--- config.mk ---
export PLATFORM = sky130hd
export DESIGN_NAME = pse_cfg
export DESIGN_NICKNAME = d
export VERILOG_FILES = /design/src/hw/rtl/assert_macros.svh /design/src/hw/rtl/pse_pkg.sv /design/src/hw/rtl/pse_cfg.sv
export SDC_FILE = /design/constraint.sdc
export NUM_CORES = 1
export LEC_CHECK = 0
export ABC_AREA = 1
export BUFFER_PORTS_ARGS = -buffer_cell sky130_fd_sc_hd__buf_2
export CORE_UTILIZATION = 25
export CTS_BUF_LIST = sky130_fd_sc_hd__clkbuf_4 sky130_fd_sc_hd__clkbuf_8 sky130_fd_sc_hd__clkbuf_16
export DETAILED_ROUTE_END_ITERATION = 12
export GPL_ROUTABILITY_DRIVEN = 0
export GPL_TIMING_DRIVEN = 0
export PLACE_DENSITY_LB_ADDON = 0.15
export SKIP_LAST_GASP = 1
export SLEW_MARGIN = 10
export SYNTH_ARGS = -nofsm -noshare
export SYNTH_HDL_FRONTEND = slang
export SYNTH_SLANG_ARGS = --single-unit
--- constraint.sdc ---
create_clock -name clk -period 1.6 [get_ports clk]
set_input_delay 0.32 -clock clk [delete_from_list [all_inputs] [get_ports clk]]
set_output_delay 0.32 -clock clk [all_outputs]
set_load 0.03 [all_outputs]
--- src/hw/rtl/assert_macros.svh ---
// ---------------------------------------------------------------------------
// assertion macros
// shared concurrent assertion forms, clocked on clk, quiet during reset
// ---------------------------------------------------------------------------
`ifndef ASSERT_MACROS_SVH
`define ASSERT_MACROS_SVH

// same-cycle implication
`define ASSERT_SAME(label, ante, cons, msg) \
	label: assert property (@(posedge clk) disable iff (!arst_n) (ante) |-> (cons)) \
		else $error(msg);

// next-cycle implication
`define ASSERT_NEXT(label, ante, cons, msg) \
	label: assert property (@(posedge clk) disable iff (!arst_n) (ante) |=> (cons)) \
		else $error(msg);

`endif

--- src/hw/rtl/pse_pkg.sv ---
// ---------------------------------------------------------------------------
// pse_pkg
// shared types and codes of the pixel store with edge addressing
// ---------------------------------------------------------------------------
package pse_pkg;

	localparam int COORD_W = 16;
	localparam int DIM_W   = 7;
	localparam int COLOR_W = 32;
	localparam int MODE_W  = 2;
	localparam int OP_W    = 2;
	localparam int PADDR_W = 4;
	localparam int PDATA_W = 32;

	localparam logic [OP_W-1:0] OP_WRITE = 2'd0;
	localparam logic [OP_W-1:0] OP_READ  = 2'd1;
	localparam logic [OP_W-1:0] OP_CLEAR = 2'd2;

	localparam logic [MODE_W-1:0] EDGE_NONE   = 2'd0;
	localparam logic [MODE_W-1:0] EDGE_WRAP   = 2'd1;
	localparam logic [MODE_W-1:0] EDGE_EXTEND = 2'd2;

	localparam logic [1:0] REG_IMAGE_WIDTH  = 2'd0;
	localparam logic [1:0] REG_IMAGE_HEIGHT = 2'd1;
	localparam logic [1:0] REG_EDGE_MODE    = 2'd2;

	localparam logic [DIM_W-1:0]  RST_IMAGE_WIDTH  = 7'd64;
	localparam logic [DIM_W-1:0]  RST_IMAGE_HEIGHT = 7'd64;
	localparam logic [MODE_W-1:0] RST_EDGE_MODE    = EDGE_NONE;

	typedef struct packed {
		logic [DIM_W-1:0]  image_width;
		logic [DIM_W-1:0]  image_height;
		logic [MODE_W-1:0] edge_mode;
	} cfg_t;

	typedef struct packed {
		logic             done;
		logic [DIM_W-1:0] value;
	} wrap_res_t;

	typedef enum logic [6:0] {
		ST_INIT   = 7'b0000001,
		ST_IDLE   = 7'b0000010,
		ST_WRAP   = 7'b0000100,
		ST_COORD  = 7'b0001000,
		ST_ACCESS = 7'b0010000,
		ST_DATA   = 7'b0100000,
		ST_CLEAR  = 7'b1000000
	} state_t;

endpackage

--- src/hw/rtl/pse_cfg.sv ---
// ---------------------------------------------------------------------------
// pse_cfg
// apb register file: image width, image height, edge mode
// ---------------------------------------------------------------------------
module pse_cfg import pse_pkg::*; (
	input  logic               clk,
	input  logic               arst_n,
	input  logic               psel,
	input  logic               penable,
	input  logic               pwrite,
	input  logic [PADDR_W-1:0] paddr,
	input  logic [PDATA_W-1:0] pwdata,
	output logic [PDATA_W-1:0] prdata,
	output logic               pready,
	output cfg_t               cfg
);

	cfg_t       cfg_q;
	logic       wr_en;
	logic [1:0] reg_idx;

	assign pready  = 1'b1;
	assign wr_en   = psel & penable & pwrite;
	assign reg_idx = paddr[3:2];
	assign cfg     = cfg_q;

	always_ff @(posedge clk or negedge arst_n) begin
		if (!arst_n) begin
			cfg_q.image_width  <= RST_IMAGE_WIDTH;
			cfg_q.image_height <= RST_IMAGE_HEIGHT;
			cfg_q.edge_mode    <= RST_EDGE_MODE;
		end else if (wr_en) begin
			unique case (reg_idx)
				REG_IMAGE_WIDTH:  cfg_q.image_width  <= pwdata[DIM_W-1:0];
				REG_IMAGE_HEIGHT: cfg_q.image_height <= pwdata[DIM_W-1:0];
				REG_EDGE_MODE:    cfg_q.edge_mode    <= pwdata[MODE_W-1:0];
				default: ;
			endcase
		end
	end

	always_comb begin
		unique case (reg_idx)
			REG_IMAGE_WIDTH:  prdata = {{(PDATA_W-DIM_W){1'b0}}, cfg_q.image_width};
			REG_IMAGE_HEIGHT: prdata = {{(PDATA_W-DIM_W){1'b0}}, cfg_q.image_height};
			REG_EDGE_MODE:    prdata = {{(PDATA_W-MODE_W){1'b0}}, cfg_q.edge_mode};
			default:          prdata = '0;
		endcase
	end

endmodule

==> metrics.yaml <==
floorplanning:
  io_pins: 90
  die-area_um2: 4220
  start_util_pct: 26.5
  die_w_um: 65.0
  coreArea_um2: 3740
  rows: 22
  die_y_um: 65.0
placed_design:
  io_buffers: 36
  dpl.hpwl_um: 1750
  placed_cells: 239
  pre_cts_ws_ns: 0.196
sta:
  fmax_ghz: 0.706
  post-route-worst-setup-slack_ns: 0.183
  setup_viol: 0
  hold_viol: 0
  finalClockSkew_ns: 0
  min_period_ns: 1.42
  rsz0062_at_grt: "no"
  maxSlewViolCount: 0
  finalSetupTns_ns: 0
  timing.final.crit_share_pct: 88.5
  fin_hold_ws_ns: 0.273
clock_network:
  clock_path_buffers: 2
  htree_levels: 1
  post_cts_buffers: 0
  clock_latency_ns: 0.25
  cts_sinks: 16
  clk_pin_slew_ns: 0.06
  cts_inserted_buffers: 3
  root_buffer: "clkbuf_8"
  cts_tree: "done"
power_and_ir_drop:
  leakage_uw: 0.000866
  total_power_uw: 1540
  peakVddDrop_mv: 0.511
  p_per_area_nw_per_um2: 1110
detailed_routing:
  vias_per_cell: 3.68
  first_iter_violations: 8
  drc: 0
  drt_wl_total_um: 2370
  via_count: 898
  drtAntennaViolNets: 0
  dr.pass1.iters: 4
  drt-wirelength-per-cell_um: 9.70
layout:
  fin_cells: 244
  fillers: 423
  multi_input_area_um2: 462
  regArea_um2: 403
  nets: 238
  syn2layout_area_growth_pct: 39.9
  layout_common_cells: "nand2_1 (68), buf_2 (36), buf_4 (26), conb_1 (26), dfrtp_1 (14)"
  antenna_cells: 0
  largest_register_ffs: 16
  final_common_cell: "nand2_1"
  drive_above_1_share_pct: 39.8
synthesis:
  synth_top_family_by_area: "simple AND/OR/NAND/NOR gates"
  avgSynthCellArea_um2: 7.56
  syn_area_um2: 991
  synth-compound-area-share_pct: 1.01
  ys_ff_latch: 16
  synth_cell_types: 14
  synthAdderAreaFrac_pct: 0
  synthCells: 131
  yosys.area_share.simple_pct: 35.7
  yosys.area_share.xor_xnor_pct: 0
  yosysWarnings: 0
  synthMuxAreaShare_pct: 0
  synth.yosys.seq_area_share_pct: 40.7
global_routing:
  track_usage_pct: 12.1
  grt_first_pass_wirelength_um: 3840
  grt_max_degree: 17
  grt_pass1_vias: 804
  antenna_found_initial: 0
  gr-total-overflow: 0
min_path:
  hp-start: "pwdata[6]"
  hold_class: "in2reg"
  hold_depth: 3
  hold_end: "cfg[15]$_DFFE_PN1P_"
run_status:
  run_status: "completed"
setup_path:
  worstSetupPathType: "reg2out"
  required_ns: 1.28
  cp-start-kind: "flip-flop"
  critPathLaunch: "cfg[15]$_DFFE_PN1P_"
  path_max_fanout: 3
  r2r_cells: 2
  r2r-start: "cfg[8]$_DFFE_PN1P_"
  rr_endpoint: "cfg[8]$_DFFE_PN1P_"
  arrival_ns: 1.10
  cp-end-kind: "output pin"
  r2r_slack_ns: 0.89
job:
  max_cap_violations: 0
-- worst max-delay path by stage --
stage                      endpoint  slack, ns  depth (start not counted)
after global routing      prdata[0]       0.09                          7
final                     prdata[6]       0.18                          3
after detailed placement  prdata[0]       0.20                          5
after floorplan           prdata[6]       0.38                          2
after CTS                 prdata[6]       0.17                          3
after global placement    prdata[0]       0.21                          5
-- power breakdown --
part	leakage, uW	internal [uW]	switching, uW	total (uW)
Combinational	0.000638	176	439	615
Sequential	0.000199	495	65.3	561
Clock	0.0000288	219	147	366
Total	0.000866	890	652	1540
-- cells by family (layout without fill, tap and decap cells) --
kind of cell           Yosys count  count (layout)
AOI/OAI and AO/OA                2               2
buffers and inverters           31              72
DFF                             16              16
other                            2              26
and+or+nand+nor                 80              80
-- final cells by class --
class	instances	area share (%)
tap	48	4.33
sequential	16	29.1
timing repair buffer	37	13.7
inverter	5	1.53
buffer	26	14.1
multi-input combinational	108	33.3
clock buffer	4	3.97
-- through the flow --
step / area, um^2 / utilization [%]
floorplan: 1080 / -
global placement: 1320 / 35.3
detailed placement: 1320 / 35.3
CTS: 1390 / 37.0
global route: 1390 / 37.0
finish: 1390 / 37.0
-- Yosys cell counts, drive strengths merged --
library cell | count | area share, %
inv | 5 | 2.1
nand3 | 5 | 3.0
conb | 2 | 0.76
nand2 | 71 | 28
o21ai | 2 | 1.0
dfstp | 2 | 5.3
dfrtp | 14 | 35
nor2 | 4 | 4.5
buf | 26 | 20
-- critical path: stages (launching register included) --
cell     delay, ns
dfstp_2       0.54
nand2_1       0.05
nand2_1       0.07
buf_2         0.19
-- repair_timing --
action / in CTS / in global routing
endpoints found under the hold margin: 14 / 0
resized for setup: 0 / 0
hold buffers: 1 / 0
-- metal layers --
metal / global-route usage (%) / wire length [um] / share of wire [%]
met4: 5.00 / 30 / 1.3
met3: 1.94 / 160 / 6.8
met2: 21.2 / 1110 / 47
met1: 14.5 / 1060 / 45
met5: 0 / 0 / 0
(Power assumes the default switching activity.)
