**src/hw/rtl/assert_macros.svh**
```systemverilog
// ---------------------------------------------------------------------------
// assertion macros
// shared concurrent assertion forms, clocked on clk, quiet during reset
// ---------------------------------------------------------------------------
`ifndef ASSERT_MACROS_SVH
`define ASSERT_MACROS_SVH

// same-cycle implication
`define ASSERT_SAME(label, ante, cons, msg) \
	label: assert property (@(posedge clk) disable iff (!arst_n) (ante) |-> (cons)) \
		else $error(msg);

// next-cycle implication
`define ASSERT_NEXT(label, ante, cons, msg) \
	label: assert property (@(posedge clk) disable iff (!arst_n) (ante) |=> (cons)) \
		else $error(msg);

`endif

```
**src/hw/rtl/pse_pkg.sv**
```systemverilog
// ---------------------------------------------------------------------------
// pse_pkg
// shared types and codes of the pixel store with edge addressing
// ---------------------------------------------------------------------------
package pse_pkg;

	localparam int COORD_W = 16;
	localparam int DIM_W   = 7;
	localparam int COLOR_W = 32;
	localparam int MODE_W  = 2;
	localparam int OP_W    = 2;
	localparam int PADDR_W = 4;
	localparam int PDATA_W = 32;

	localparam logic [OP_W-1:0] OP_WRITE = 2'd0;
	localparam logic [OP_W-1:0] OP_READ  = 2'd1;
	localparam logic [OP_W-1:0] OP_CLEAR = 2'd2;

	localparam logic [MODE_W-1:0] EDGE_NONE   = 2'd0;
	localparam logic [MODE_W-1:0] EDGE_WRAP   = 2'd1;
	localparam logic [MODE_W-1:0] EDGE_EXTEND = 2'd2;

	localparam logic [1:0] REG_IMAGE_WIDTH  = 2'd0;
	localparam logic [1:0] REG_IMAGE_HEIGHT = 2'd1;
	localparam logic [1:0] REG_EDGE_MODE    = 2'd2;

	localparam logic [DIM_W-1:0]  RST_IMAGE_WIDTH  = 7'd64;
	localparam logic [DIM_W-1:0]  RST_IMAGE_HEIGHT = 7'd64;
	localparam logic [MODE_W-1:0] RST_EDGE_MODE    = EDGE_NONE;

	typedef struct packed {
		logic [DIM_W-1:0]  image_width;
		logic [DIM_W-1:0]  image_height;
		logic [MODE_W-1:0] edge_mode;
	} cfg_t;

	typedef struct packed {
		logic             done;
		logic [DIM_W-1:0] value;
	} wrap_res_t;

	typedef enum logic [6:0] {
		ST_INIT   = 7'b0000001,
		ST_IDLE   = 7'b0000010,
		ST_WRAP   = 7'b0000100,
		ST_COORD  = 7'b0001000,
		ST_ACCESS = 7'b0010000,
		ST_DATA   = 7'b0100000,
		ST_CLEAR  = 7'b1000000
	} state_t;

endpackage

```
**src/hw/rtl/pse_wrap_unit.sv**
```systemverilog
// ---------------------------------------------------------------------------
// pse_wrap_unit
// bit-serial true modulo of a signed coordinate by an image dimension
// ---------------------------------------------------------------------------
module pse_wrap_unit import pse_pkg::*; (
	input  logic                      clk,
	input  logic                      arst_n,
	input  logic                      start,
	input  logic signed [COORD_W-1:0] value,
	input  logic [DIM_W-1:0]          divisor,
	output wrap_res_t                 res
);

	localparam int CNT_W = $clog2(COORD_W);

	logic [COORD_W-1:0] mag_q;
	logic [DIM_W-1:0]   rem_q;
	logic [DIM_W-1:0]   div_q;
	logic               neg_q;
	logic               busy_q;
	logic               done_q;
	logic [CNT_W-1:0]   cnt_q;
	logic [DIM_W:0]     trial;
	logic [DIM_W-1:0]   rem_next;

	// one quotient bit per cycle
	assign trial    = {rem_q, mag_q[COORD_W-1]};
	assign rem_next = (trial >= {1'b0, div_q}) ? DIM_W'(trial - {1'b0, div_q})
	                                           : trial[DIM_W-1:0];

	always_ff @(posedge clk or negedge arst_n) begin
		if (!arst_n) begin
			busy_q <= 1'b0;
			done_q <= 1'b0;
			cnt_q  <= '0;
		end else if (start) begin
			busy_q <= 1'b1;
			done_q <= 1'b0;
			cnt_q  <= '0;
		end else if (busy_q) begin
			cnt_q <= cnt_q + 1'b1;
			if (cnt_q == CNT_W'(COORD_W-1)) begin
				busy_q <= 1'b0;
				done_q <= 1'b1;
			end
		end
	end

	always_ff @(posedge clk) begin
		if (start) begin
			mag_q <= value[COORD_W-1] ? (~value + 1'b1) : value;
			neg_q <= value[COORD_W-1];
			div_q <= divisor;
			rem_q <= '0;
		end else if (busy_q) begin
			mag_q <= {mag_q[COORD_W-2:0], 1'b0};
			rem_q <= rem_next;
		end
	end

	// negative remainder folds back into range
	assign res.done  = done_q;
	assign res.value = (neg_q && rem_q != '0) ? DIM_W'(div_q - rem_q) : rem_q;

endmodule

```
**config.mk**
```make
export PLATFORM = sky130hd
export DESIGN_NAME = pse_wrap_unit
export DESIGN_NICKNAME = d
export VERILOG_FILES = /design/src/hw/rtl/assert_macros.svh /design/src/hw/rtl/pse_pkg.sv /design/src/hw/rtl/pse_wrap_unit.sv
export SDC_FILE = /design/constraint.sdc
export NUM_CORES = 1
export LEC_CHECK = 0
export BUFFER_PORTS_ARGS = -buffer_cell sky130_fd_sc_hd__buf_2
export CORE_UTILIZATION = 45
export CTS_CLUSTER_DIAMETER = 120
export DETAILED_ROUTE_END_ITERATION = 16
export HOLD_SLACK_MARGIN = 0.06
export PLACE_DENSITY = 0.69
export SYNTH_ARGS = -nofsm -noshare
export SYNTH_HDL_FRONTEND = slang
export SYNTH_SLANG_ARGS = --single-unit
```
**constraint.sdc**
```tcl
create_clock -name clk -period 2.8 [get_ports clk]
set_clock_uncertainty 0.05 [all_clocks]
set_input_delay 0.7 -clock clk [delete_from_list [all_inputs] [get_ports clk]]
set_output_delay 0.7 -clock clk [all_outputs]
set_load 0.03 [all_outputs]
```
==> summary.txt, run 1 <==
Pwr
  – Worst-case vdd ir drop: 0.551 mV
  – Internal power contribution: 0.00148 W
  – Share of total power consumed by net switching: 42.7%
  – Portion of total power attributed to the clock network: 14.8%
  – LEAKAGE: 1.25 nW
  – Total power divided by cell area: 881 nW/µm²
  – Reported net switching power: 0.00110 W
  – Combinational cell fraction of total power: 56.6%
  – Seq pwr share: 28.7%

Logic synthesis
  – Cell type contributing the most total cell area after synthesis: sky130_fd_sc_hd__edfxtp_1
  – Commonest cells in the synthesized netlist: sky130_fd_sc_hd__nor2_1, sky130_fd_sc_hd__edfxtp_1, sky130_fd_sc_hd__a21oi_1
  – Area of the mapped netlist: 2420 µm²
  – Mapped Nets: 299
  – Dominant cells by area after synthesis: sky130_fd_sc_hd__edfxtp_1, sky130_fd_sc_hd__ha_1, sky130_fd_sc_hd__xor2_1
  – Number of synthesized register bits: 37
  – Number of synthesized flops with an enable pin: 24
  – Async S/R FF share, synth: 16.2%
  – Most frequent cell after synthesis: sky130_fd_sc_hd__nor2_1
  – Main flop type after synthesis: sky130_fd_sc_hd__edfxtp_1
  – Number of distinct library cells after synthesis: 50
  – Sequential element share of the synthesized area: 41.8%
  – Area share of the largest cell type after synthesis: 29.8%
  – Synth warnings: 0
  – Number of standard cells after synthesis: 256
  – Mean post-synth cell area: 9.45 µm²

Global route
  – Number of antenna violations at the first check in global routing: 0
  – Via count of the first global-routing pass: 1795
  – Wire length of the first global-routing pass: 8040 µm
  – Gr ovfl total: 0
  – Maximum number of pins on one net before global-route repair: 24
  – Total global-route track usage: 19.0%

Placed design
  – Post-detailed-placement half-perimeter wirelength: 3860 µm
  – DP Area: 2750 µm²
  – Number of buffer cells added on primary ports: 33
  – Final estimated routing congestion in global placement: 0.878

Floorplanning
  – Placement row count: 26
  – Die width: 75.3 µm
  – Std-Cell Core Area: 5140 µm²
  – Number of ports placed on the die boundary: 34
  – Die Ht: 75.3 µm
  – Total die area: 5670 µm²
  – Starting Density: 47.1%

Finish
  – Fraction of final layout cells with drive strength greater than 1: 24.8%
  – Register area: 1010 µm²
  – Layout filler cell count: 474
  – Number of nets in the layout: 345
  – Layout overhead on the synthesized area: 21.0%
  – Number of antenna repair diodes: 0
  – Post-layout instance area: 2930 µm²
  – Area used by multi-input combinational logic: 1370 µm²
  – Util after Layout: 57.0%

STA
  – Worst-margin pin slew: 0.408 ns
  – Final period util: 106%
  – Number of slew-limit violations in the final report: 0
  – Maximum clock frequency: 337 MHz
  – Slack of the critical path: -0.168 ns
  – Count of endpoints failing hold in the final timing report: 0
  – Worst slew margin relative to its limit: 72.8%
  – Setup repair after global routing missed its margin: true
  – Count of final setup violators: 1
  – Summed negative setup slack over all endpoints: -0.168 ns
  – Minimum clock period: 2.97 ns

Critical path
  – Setup CP Type: flip-flop to output pin
  – Reg-to-reg slack, setup: 0.29 ns
  – Critical path depth in cells: 9
  – CP Max Fanout: 2
  – Maximum cell stage delay along the critical path: 0.43 ns
  – CP Capture Type: output pin
  – Worst flop-to-flop path endpoint: rem_q[0]
  – Crit-path cells: inv_2 > ha_4 > fa_2 > nand2b_4 > a21oi_2 > or4_4 > a21oi_4 > xor2_2 > buf_6
  – Crit start category: flip-flop
  – CP arrival: 2.22 ns
  – Beginning of the worst register-to-register path: mag_q[15]
  – Slowest-stage cell, CP: sky130_fd_sc_hd__or4_4
  – R2r worst-path depth: 9
  – Critical path buffers and inverters: 2
  – Required time worst endpoint: 2.05 ns
  – Gate family responsible for the most delay along the worst path: simple AND/OR/NAND/NOR gates

Drt
  – Starting DRC count in detailed routing: 147
  – Routed via count: 1996
  – Antenna-violating nets left: 0
  – First drt pass iteration count: 4
  – Routed vias/inst: 5.35
  – Final routed wirelength across all metal layers: 5280 µm
  – Post-route DRC: 0
  – Avg WL per Cell: 14.2 µm

Status
  – Failing checks: negative setup slack
  – Run status: complete, but fails checks

Clocking
  – Library cell used as clock root buffer: sky130_fd_sc_hd__clkbuf_8
  – Largest buffer count on any clock path: 2
  – Clock transition at the registers of the reported paths: 0.07 ns
  – Worst-skew pair later-pin latency: 0.30 ns
  – Clock sink count: 37
  – H-Tree Depth: 2
  – TritonCTS clock tree: yes
  – Number of buffers created by CTS: 5

Min path
  – Hold crit path type: input port to asynchronous set/reset pin

Run
  – Max Cap Violations: 0
-- how the worst max path moves through the flow --
stage                     startpoint  endpoint  slack, ns
final                       div_q[0]    res[6]      -0.17
after global routing        div_q[0]    res[6]      -0.24
after CTS                   div_q[0]    res[6]      -0.17
after detailed placement    div_q[0]    res[6]      -0.09
after global placement      div_q[0]    res[6]     -0.007
after floorplan             rem_q[0]    res[6]      0.001
-- metal layers --
layer	global-route usage [%]	wire, µm
met4	7.41	76
met1	24.0	2470
met3	3.04	154
met5	0	0
met2	32.6	2580
-- sequential cells by signal (all words and copies together), names as in the netlist --
signal	count
busy_q	1
div_q	7
rem_q	7
mag_q	16
done_q	1
neg_q	1
cnt_q	4
-- power groups by stage --
stage          sequential, W  clock, W  combinational, W
6_report            0.000739  0.000381           0.00146
5_1_grt             0.000748  0.000400           0.00159
4_1_cts             0.000737  0.000388           0.00140
3_5_place_dp        0.000744         0           0.00133
3_3_place_gp        0.000736         0           0.00130
2_1_floorplan       0.000744         0          0.000934
-- cells by family (layout without fill, tap and decap cells) --
family	after synthesis	count (layout)	share of synthesized area, %
AOI/OAI and AO/OA	67	67	17.9
muxes	5	5	2.12
xor gates and xnor gates	23	23	8.32
buffers and inverters	29	76	4.65
and+or+nand+nor	78	78	15.8
DFF	37	37	41.8
adders and majority gates	17	17	9.41
-- cell type report --
class | count | area share, %
multi-input cells | 190 | 46.8
flip-flops and latches | 37 | 34.6
repair buffers | 49 | 10.3
well taps | 70 | 2.99
inverters | 19 | 2.44
clock buffers | 5 | 2.35
clock inverters | 3 | 0.556
-- cell usage in the layout, fill, tap and decap left out, types with 3 or more instances in the layout --
| master | n |
|---|---|
| sky130_fd_sc_hd__a211oi_1 | 5 |
| sky130_fd_sc_hd__nor2b_1 | 3 |
| sky130_fd_sc_hd__nand3_1 | 4 |
| sky130_fd_sc_hd__nand4_1 | 3 |
| sky130_fd_sc_hd__ha_4 | 3 |
| sky130_fd_sc_hd__o21ai_1 | 3 |
| sky130_fd_sc_hd__edfxtp_1 | 24 |
| sky130_fd_sc_hd__nand2b_1 | 3 |
| sky130_fd_sc_hd__buf_4 | 17 |
| sky130_fd_sc_hd__dfxtp_1 | 5 |
| sky130_fd_sc_hd__xor2_1 | 20 |
| sky130_fd_sc_hd__ha_1 | 12 |
| sky130_fd_sc_hd__mux2i_1 | 4 |
| sky130_fd_sc_hd__nor2_1 | 30 |
| sky130_fd_sc_hd__o21ai_0 | 10 |
| sky130_fd_sc_hd__nand3b_1 | 3 |
| sky130_fd_sc_hd__a21oi_1 | 21 |
| sky130_fd_sc_hd__nand2_1 | 17 |
| sky130_fd_sc_hd__or4_4 | 3 |
| sky130_fd_sc_hd__dfrtp_1 | 6 |
| sky130_fd_sc_hd__clkbuf_8 | 5 |
| sky130_fd_sc_hd__buf_2 | 30 |
| sky130_fd_sc_hd__inv_1 | 18 |
| sky130_fd_sc_hd__o41ai_1 | 4 |
| sky130_fd_sc_hd__o31ai_1 | 4 |
-- timing repair --
action                     4_1_cts  5_1_grt
pin swaps                        4        7
gates cloned                     0        0
setup buffers                    0        1
hold buffers                     0        0
setup endpoints to repair        3        3
resized for setup               13        7
-- through the flow --
stage / total power (W) / std cells / setup WS [ns] / hold slack [ns]
after floorplan: 0.00168 / 256 / 0.00147 / 0.354
final: 0.00258 / 373 / -0.168 / 0.167
after detailed placement: 0.00207 / 364 / -0.0895 / 0.453
after global routing: 0.00274 / 373 / -0.236 / 0.169
after CTS: 0.00252 / 372 / -0.173 / 0.165
after global placement: 0.00204 / 364 / -0.00676 / 0.438
(Power assumes the default switching activity.)
==> run 2: changes to the inputs <==
--- a/config.mk
+++ b/config.mk
@@ -5,6 +5,7 @@
 export SDC_FILE = /design/constraint.sdc
 export NUM_CORES = 1
 export LEC_CHECK = 0
+export ABC_AREA = 1
 export BUFFER_PORTS_ARGS = -buffer_cell sky130_fd_sc_hd__buf_2
 export CORE_UTILIZATION = 45
 export CTS_CLUSTER_DIAMETER = 120
==> summary.txt, run 2 <==
Clocking
  – Resize count post-CTS: 0 (-13)
  – Clock sink count: 37 (unchanged)
  – Library cell used as clock root buffer: sky130_fd_sc_hd__clkbuf_8
  – H-Tree Depth: 2 (unchanged)
  – Clock transition at the registers of the reported paths: 0.08 ns (about the same)
  – Worst-skew pair later-pin latency: 0.29 ns (about the same)
  – Largest buffer count on any clock path: 2 (unchanged)
  – Number of buffers added for setup after CTS: 0 (unchanged)
  – TritonCTS clock tree: yes
  – CTS hold repair buffers: 0 (unchanged)
  – Number of buffers created by CTS: 5 (unchanged)

STA
  – Worst slew margin relative to its limit: 56.5% (-16 points)
  – Summed negative setup slack over all endpoints: 0 ns (+0.168 ns)
  – Final period util: 94.2% (-12 points)
  – Final hold slack: 0.177 ns (+0.0108 ns)
  – Count of final setup violators: 0 (-1)
  – Maximum clock frequency: 379 MHz (+13%)
  – Minimum clock period: 2.64 ns (-0.331 ns)
  – Count of endpoints failing hold in the final timing report: 0 (unchanged)
  – Worst-margin pin slew: 0.646 ns (+0.237 ns)
  – Number of slew-limit violations in the final report: 0 (unchanged)

Global route
  – Maximum number of pins on one net before global-route repair: 23 (-4.2%)
  – Wire length of the first global-routing pass: 9550 µm (+19%)
  – Number of antenna violations at the first check in global routing: 0 (unchanged)
  – Gr ovfl total: 0 (unchanged)
  – Total global-route track usage: 19.8% (+0.81 points)
  – Via count of the first global-routing pass: 2237 (+25%)

Logic synthesis
  – Synth warnings: 0 (unchanged)
  – Dominant cells by area after synthesis: sky130_fd_sc_hd__edfxtp_1, sky130_fd_sc_hd__nand2_1, sky130_fd_sc_hd__nand3_1
  – Mapped Nets: 394 (+32%)
  – Mean post-synth cell area: 7.38 µm² (-22%)
  – Async S/R FF share, synth: 16.2% (unchanged)
  – Number of standard cells after synthesis: 351 (+37%)
  – Sequential element share of the synthesized area: 39.0% (-2.8 points)
  – Most frequent cell after synthesis: sky130_fd_sc_hd__nand2_1
  – Cell type contributing the most total cell area after synthesis: sky130_fd_sc_hd__edfxtp_1
  – Main flop type after synthesis: sky130_fd_sc_hd__edfxtp_1
  – Area of the mapped netlist: 2590 µm² (+7.1%)
  – Number of synthesized register bits: 37 (unchanged)
  – Commonest cells in the synthesized netlist: sky130_fd_sc_hd__nand2_1, sky130_fd_sc_hd__inv_1, sky130_fd_sc_hd__nand3_1
  – Area share of the largest cell type after synthesis: 27.8% (-2.0 points)
  – Number of synthesized flops with an enable pin: 24 (unchanged)
  – Number of distinct library cells after synthesis: 30 (-40%)

Critical path
  – Crit-path cells: ha_1 > fa_2 > inv_1 > nand3_1 > nand2_1 > xnor2_1 > o21ai_0 > buf_2
  – CP arrival: 1.89 ns (-0.33 ns)
  – Maximum cell stage delay along the critical path: 0.37 ns (-0.06 ns)
  – CP Max Fanout: 7 (+5)
  – Setup CP Type: flip-flop to output pin
  – CP Capture Type: output pin
  – Slowest-stage cell, CP: sky130_fd_sc_hd__dfxtp_2
  – Required time worst endpoint: 2.05 ns (about the same)
  – Crit start category: flip-flop

Placed design
  – Number of buffer cells added on primary ports: 33 (unchanged)
  – Number of cells in the design after placement: 451 (+24%)
  – Final estimated routing congestion in global placement: 0.850 (-3.1%)
  – DP Area: 2830 µm² (+3.0%)
  – Post-detailed-placement half-perimeter wirelength: 4230 µm (+9.5%)

Finish
  – Max FFs per register: 16 (unchanged)
  – Fraction of final layout cells with drive strength greater than 1: 14.7% (-10 points)
  – Layout filler cell count: 560 (+18%)
  – Commonest non-fill, non-tap cell in the layout: sky130_fd_sc_hd__nand2_1
  – Post-layout instance area: 2950 µm² (+0.77%)
  – Number of antenna repair diodes: 0 (unchanged)
  – Registers with the most flip-flops: mag_q x16, div_q x7, rem_q x7
  – Most flops, register: mag_q
  – Layout overhead on the synthesized area: 13.9%
  – Number of nets in the layout: 429 (+24%)
  – Post-layout instance count excluding filler cells: 459 (+23%)
  – Highest-count cells in the layout ignoring fill and taps: sky130_fd_sc_hd__nand2_1, sky130_fd_sc_hd__inv_1, sky130_fd_sc_hd__nand3_1

Floorplanning
  – Number of ports placed on the die boundary: 34 (unchanged)
  – Starting Density: 46.8% (-0.31 points)
  – Die Ht: 77.9 µm (+3.4%)
  – Total die area: 6070 µm² (+6.9%)
  – Std-Cell Core Area: 5540 µm² (+7.8%)
  – Placement row count: 27 (+3.8%)
  – Die width: 77.9 µm (+3.4%)

Min path
  – Hold crit path type: input port to asynchronous set/reset pin

Drt
  – Routed vias/inst: 5.12 (-4.2%)
  – Routed via count: 2352 (+18%)
  – Post-route DRC: 0 (unchanged)
  – First drt pass iteration count: 4 (unchanged)
  – Antenna-violating nets left: 0 (unchanged)
  – Starting DRC count in detailed routing: 151 (+2.7%)
  – Final routed wirelength across all metal layers: 5460 µm (+3.4%)
  – Avg WL per Cell: 11.9 µm (-16%)

Pwr
  – LEAKAGE: 1.48 nW (+18%)
  – Total power divided by cell area: 749 nW/µm² (-15%)
  – Worst-case vdd ir drop: 0.380 mV (-31%)

Run
  – Max Cap Violations: 0 (unchanged)

Status
  – Run status: finished, final reports clean
[run 2: cell count changes in the layout (fill, tap and decap cells not counted), moves of 5 or more]
cell | previous run | this run
sky130_fd_sc_hd__nand2_1 | 17 | 113
sky130_fd_sc_hd__nand3_1 | 4 | 44
sky130_fd_sc_hd__inv_1 | 18 | 48
sky130_fd_sc_hd__xor2_1 | 20 | 5
sky130_fd_sc_hd__a21oi_1 | 21 | 7
sky130_fd_sc_hd__buf_4 | 17 | 5
sky130_fd_sc_hd__nor2_1 | 30 | 24
sky130_fd_sc_hd__a211oi_1 | 5 | 0
sky130_fd_sc_hd__o21ai_0 | 10 | 15
[run 2: kinds of logic after synthesis]
logic type | count (synthesis) | synth area share, %
AOI/OAI and AO/OA | 31 | 6.95
xor gates and xnor gates | 11 | 3.72
adders and majority gates | 17 | 8.79
buffers and inverters | 56 | 8.35
DFF | 37 | 39.0
and+or+nand+nor | 199 | 33.2
[run 2: cell type report]
| type | count | area (µm²) | area share [%] |
|---|---|---|---|
| Clock inverter | 3 | 17.5 | 0.594 |
| Multi-Input combinational cell | 258 | 1380 | 46.7 |
| Tap cell | 72 | 90.1 | 3.05 |
| Inverter | 48 | 180 | 6.11 |
| Timing Repair Buffer | 36 | 199 | 6.74 |
| Clock buffer | 5 | 68.8 | 2.33 |
| Sequential cell | 37 | 1020 | 34.4 |
[run 2: worst paths after layout]
path	slack (ns)	to	from	cells after the start
max reg2reg	0.44	rem_q[5]	mag_q[15]	10
max	0.16	res[4]	rem_q[0]	8
min	0.18	done_q	arst_n	1
min in group clk	0.44	rem_q[3]	rem_q[3]	2
min reg2reg	0.44	rem_q[3]	rem_q[3]	2
max in group asynchronous	2.38	cnt_q[1]	arst_n	1
[run 2: stage by stage]
stage / utilization (%) / worst slack [ns] / power, W
after floorplan: - / 0.125 / 0.00155
after global placement: 51.1 / 0.394 / 0.00179
after detailed placement: 51.1 / 0.360 / 0.00181
after CTS: 52.7 / 0.0233 / 0.00218
after global routing: 53.3 / -0.00384 / 0.00240
final: 53.3 / 0.162 / 0.00221
[run 2: report_power, final]
group          total, W  internal [W]  switching (W)
Combinational   0.00111      0.000421       0.000686
Clock          0.000366      0.000172       0.000195
Sequential     0.000736      0.000668      0.0000683
[run 2: worst max-delay path: cells and delay by family (launching register included)]
kind,cells,cell delay (ns)
adder cells (fa/ha/maj),2,0.59
flip-flops,1,0.37
buffers and inverters,2,0.30
XOR/XNOR,1,0.06
AO/OA/AOI/OAI,1,0.14
AND/OR/NAND/NOR,2,0.14
[run 2: layer usage]
layer	GRT usage, %	share of wire [%]
met1	24.8	46
met2	33.9	48
met3	3.29	3.3
met4	7.55	2.1
met5	0	0
==> run 3: changes to the inputs <==
--- a/config.mk
+++ b/config.mk
@@ -5,13 +5,13 @@
 export SDC_FILE = /design/constraint.sdc
 export NUM_CORES = 1
 export LEC_CHECK = 0
-export ABC_AREA = 1
 export BUFFER_PORTS_ARGS = -buffer_cell sky130_fd_sc_hd__buf_2
-export CORE_UTILIZATION = 45
+export CORE_UTILIZATION = 35
 export CTS_CLUSTER_DIAMETER = 120
 export DETAILED_ROUTE_END_ITERATION = 16
 export HOLD_SLACK_MARGIN = 0.06
-export PLACE_DENSITY = 0.69
+export MAX_ROUTING_LAYER = met4
+export PLACE_DENSITY = 0.57
 export SYNTH_ARGS = -nofsm -noshare
 export SYNTH_HDL_FRONTEND = slang
 export SYNTH_SLANG_ARGS = --single-unit
==> summary.txt, run 3 (synthesis gave the netlist of run 1 again) <==
STA
  – Minimum clock period: 2.92 ns (+0.282 ns)
  – Count of endpoints failing hold in the final timing report: 0 (unchanged)
  – Slack of the critical path: -0.119 ns (-0.282 ns)
  – Worst-margin pin slew: 0.505 ns (-0.141 ns)
  – Worst slew margin relative to its limit: 66.3% (+9.8 points)
  – Maximum clock frequency: 343 MHz (-9.6%)
  – Number of slew-limit violations in the final report: 0 (unchanged)
  – Final period util: 104% (+10 points)
  – Setup repair after global routing missed its margin: true
  – Count of final setup violators: 1 (+1)

Clocking
  – H-Tree Depth: 2 (unchanged)
  – CTS hold repair buffers: 0 (unchanged)
  – Largest buffer count on any clock path: 2 (unchanged)
  – Library cell used as clock root buffer: sky130_fd_sc_hd__clkbuf_8
  – Number of buffers created by CTS: 5 (unchanged)
  – Worst-skew pair later-pin latency: 0.29 ns (about the same)
  – Clock transition at the registers of the reported paths: 0.07 ns (about the same)
  – Clock sink count: 37 (unchanged)
  – TritonCTS clock tree: yes

Finish
  – Number of nets in the layout: 344 (-20%)
  – Number of antenna repair diodes: 0 (unchanged)
  – Fraction of final layout cells with drive strength greater than 1: 25.8% (+11 points)
  – Registers with the most flip-flops: mag_q x16, div_q x7, rem_q x7
  – Highest-count cells in the layout ignoring fill and taps: sky130_fd_sc_hd__nor2_1, sky130_fd_sc_hd__buf_2, sky130_fd_sc_hd__edfxtp_1
  – Post-layout instance area: 3000 µm² (+1.5%)
  – Util after Layout: 46.1% (-7.1 points)
  – Post-layout instance count excluding filler cells: 379 (-17%)
  – Max FFs per register: 16 (unchanged)
  – Most flops, register: mag_q
  – Layout overhead on the synthesized area: 23.8%

Drt
  – Routed vias/inst: 5.16 (+0.72%)
  – Post-route DRC: 0 (unchanged)
  – Final routed wirelength across all metal layers: 5140 µm (-6.0%)
  – Routed via count: 1956 (-17%)
  – Starting DRC count in detailed routing: 58 (-62%)
  – First drt pass iteration count: 4 (unchanged)
  – Antenna-violating nets left: 0 (unchanged)
  – Avg WL per Cell: 13.5 µm (+14%)

Pwr
  – Worst-case vdd ir drop: 0.302 mV (-20%)
  – LEAKAGE: 1.27 nW (-14%)
  – Total power divided by cell area: 926 nW/µm² (+24%)
  – Design Power: 0.00277 W (+25%)

Critical path
  – Crit start category: flip-flop
  – CP arrival: 2.17 ns (+0.28 ns)
  – CP Max Fanout: 2 (-5)
  – Worst flop-to-flop path endpoint: rem_q[0]
  – R2r worst-path depth: 9 (-1)
  – Beginning of the worst register-to-register path: mag_q[15]
  – Required time worst endpoint: 2.05 ns (about the same)
  – Reg-to-reg slack, setup: 0.29 ns (-0.15 ns)
  – CP Capture Type: output pin
  – Setup CP Type: flip-flop to output pin

Status
  – Run status: complete, but fails checks
  – Failing checks: negative setup slack

Floorplanning
  – Die width: 85.2 µm (+9.3%)
  – Placement row count: 29 (+7.4%)
  – Total die area: 7250 µm² (+20%)
  – Std-Cell Core Area: 6490 µm² (+17%)
  – Die Ht: 85.2 µm (+9.3%)
  – Starting Density: 37.3% (-9.5 points)
  – Number of ports placed on the die boundary: 34 (unchanged)

Placed design
  – Post-place setup slack: -0.0249 ns (-0.385 ns)
  – Number of buffer cells added on primary ports: 33 (unchanged)
  – DP Area: 2750 µm² (-2.8%)
  – Post-detailed-placement half-perimeter wirelength: 3860 µm (-8.6%)
  – Number of cells in the design after placement: 370 (-18%)
  – Final estimated routing congestion in global placement: 0.800 (-6.0%)

Run
  – Max Cap Violations: 0 (unchanged)

Global route
  – M2 GR Usage: 24.6% (-9.3 points)
  – GR met3 Demand/Resource: 3.02% (-0.28 points)
  – Routing layer with the top usage in global route: met2
  – Via count of the first global-routing pass: 1824 (-18%)
  – Total global-route track usage: 15.5% (-4.3 points)
  – Global-route track usage on met1: 20.3% (-4.4 points)
  – Number of antenna violations at the first check in global routing: 0 (unchanged)
  – Gr ovfl total: 0 (unchanged)
  – Wire length of the first global-routing pass: 8550 µm (-10%)
  – Maximum number of pins on one net before global-route repair: 32 (+39%)

Min path
  – Hold crit path type: input port to asynchronous set/reset pin
[run 3: area by class of cell]
class / instances / area, µm²
clock inverters: 3 / 65.1
multi-input cells: 190 / 1390
inverters: 19 / 71.3
clock buffers: 5 / 68.8
well taps: 77 / 96.3
repair buffers: 48 / 289
flip-flops and latches: 37 / 1010
fillers: 637 / 3500
[run 3: worst max-delay path: stages, from the launching register on]
cell,delay [ns]
sky130_fd_sc_hd__edfxtp_1,0.40
sky130_fd_sc_hd__inv_2,0.08
sky130_fd_sc_hd__ha_4,0.13
sky130_fd_sc_hd__fa_2,0.19
sky130_fd_sc_hd__nand2b_4,0.13
sky130_fd_sc_hd__a21oi_2,0.06
sky130_fd_sc_hd__or4_4,0.43
sky130_fd_sc_hd__a21oi_4,0.17
sky130_fd_sc_hd__xor2_2,0.15
sky130_fd_sc_hd__buf_6,0.14
[run 3: power breakdown]
group	internal [W]	total [W]	leakage (nW)	switching, W
Sequential	0.000674	0.000729	0.378	0.0000552
Clock	0.000354	0.000553	0.0681	0.000199
Combinational	0.000657	0.00149	0.827	0.000834
[run 3: how the worst max path moves through the flow]
stage / start / endpoint / slack, ns / cells past startpoint
6_report: div_q[0] / res[6] / -0.12 / 9
5_1_grt: div_q[0] / res[6] / -0.22 / 9
4_1_cts: div_q[0] / res[6] / -0.19 / 9
3_5_place_dp: div_q[0] / res[6] / -0.02 / 9
3_3_place_gp: div_q[0] / res[6] / 0.03 / 9
2_1_floorplan: rem_q[0] / res[6] / 0.001 / 7
[run 3: metrics by stage]
stage | setup TNS (ns) | hold WS [ns]
floorplan | 0 | 0.354
CTS | -0.190 | 0.169
global route | -0.230 | 0.175
global placement | 0 | 0.439
finish | -0.119 | 0.176
detailed placement | -0.0249 | 0.451
[run 3: metal layers]
metal / wire [µm] / up-vias
li1: - / 1011
met1: 2570 / 907
met2: 2380 / 36
met3: 160 / 2
met4: 27 / 0
met5: 0 / -
[run 3: what timing repair did]
action | CTS | global route
setup buffers | 1 | 0
gates cloned | 0 | 0
pin swaps | 4 | 3
setup endpoints to repair | 3 | 3
gates resized for setup | 10 | 12
endpoints found under the hold margin | 0 | 0
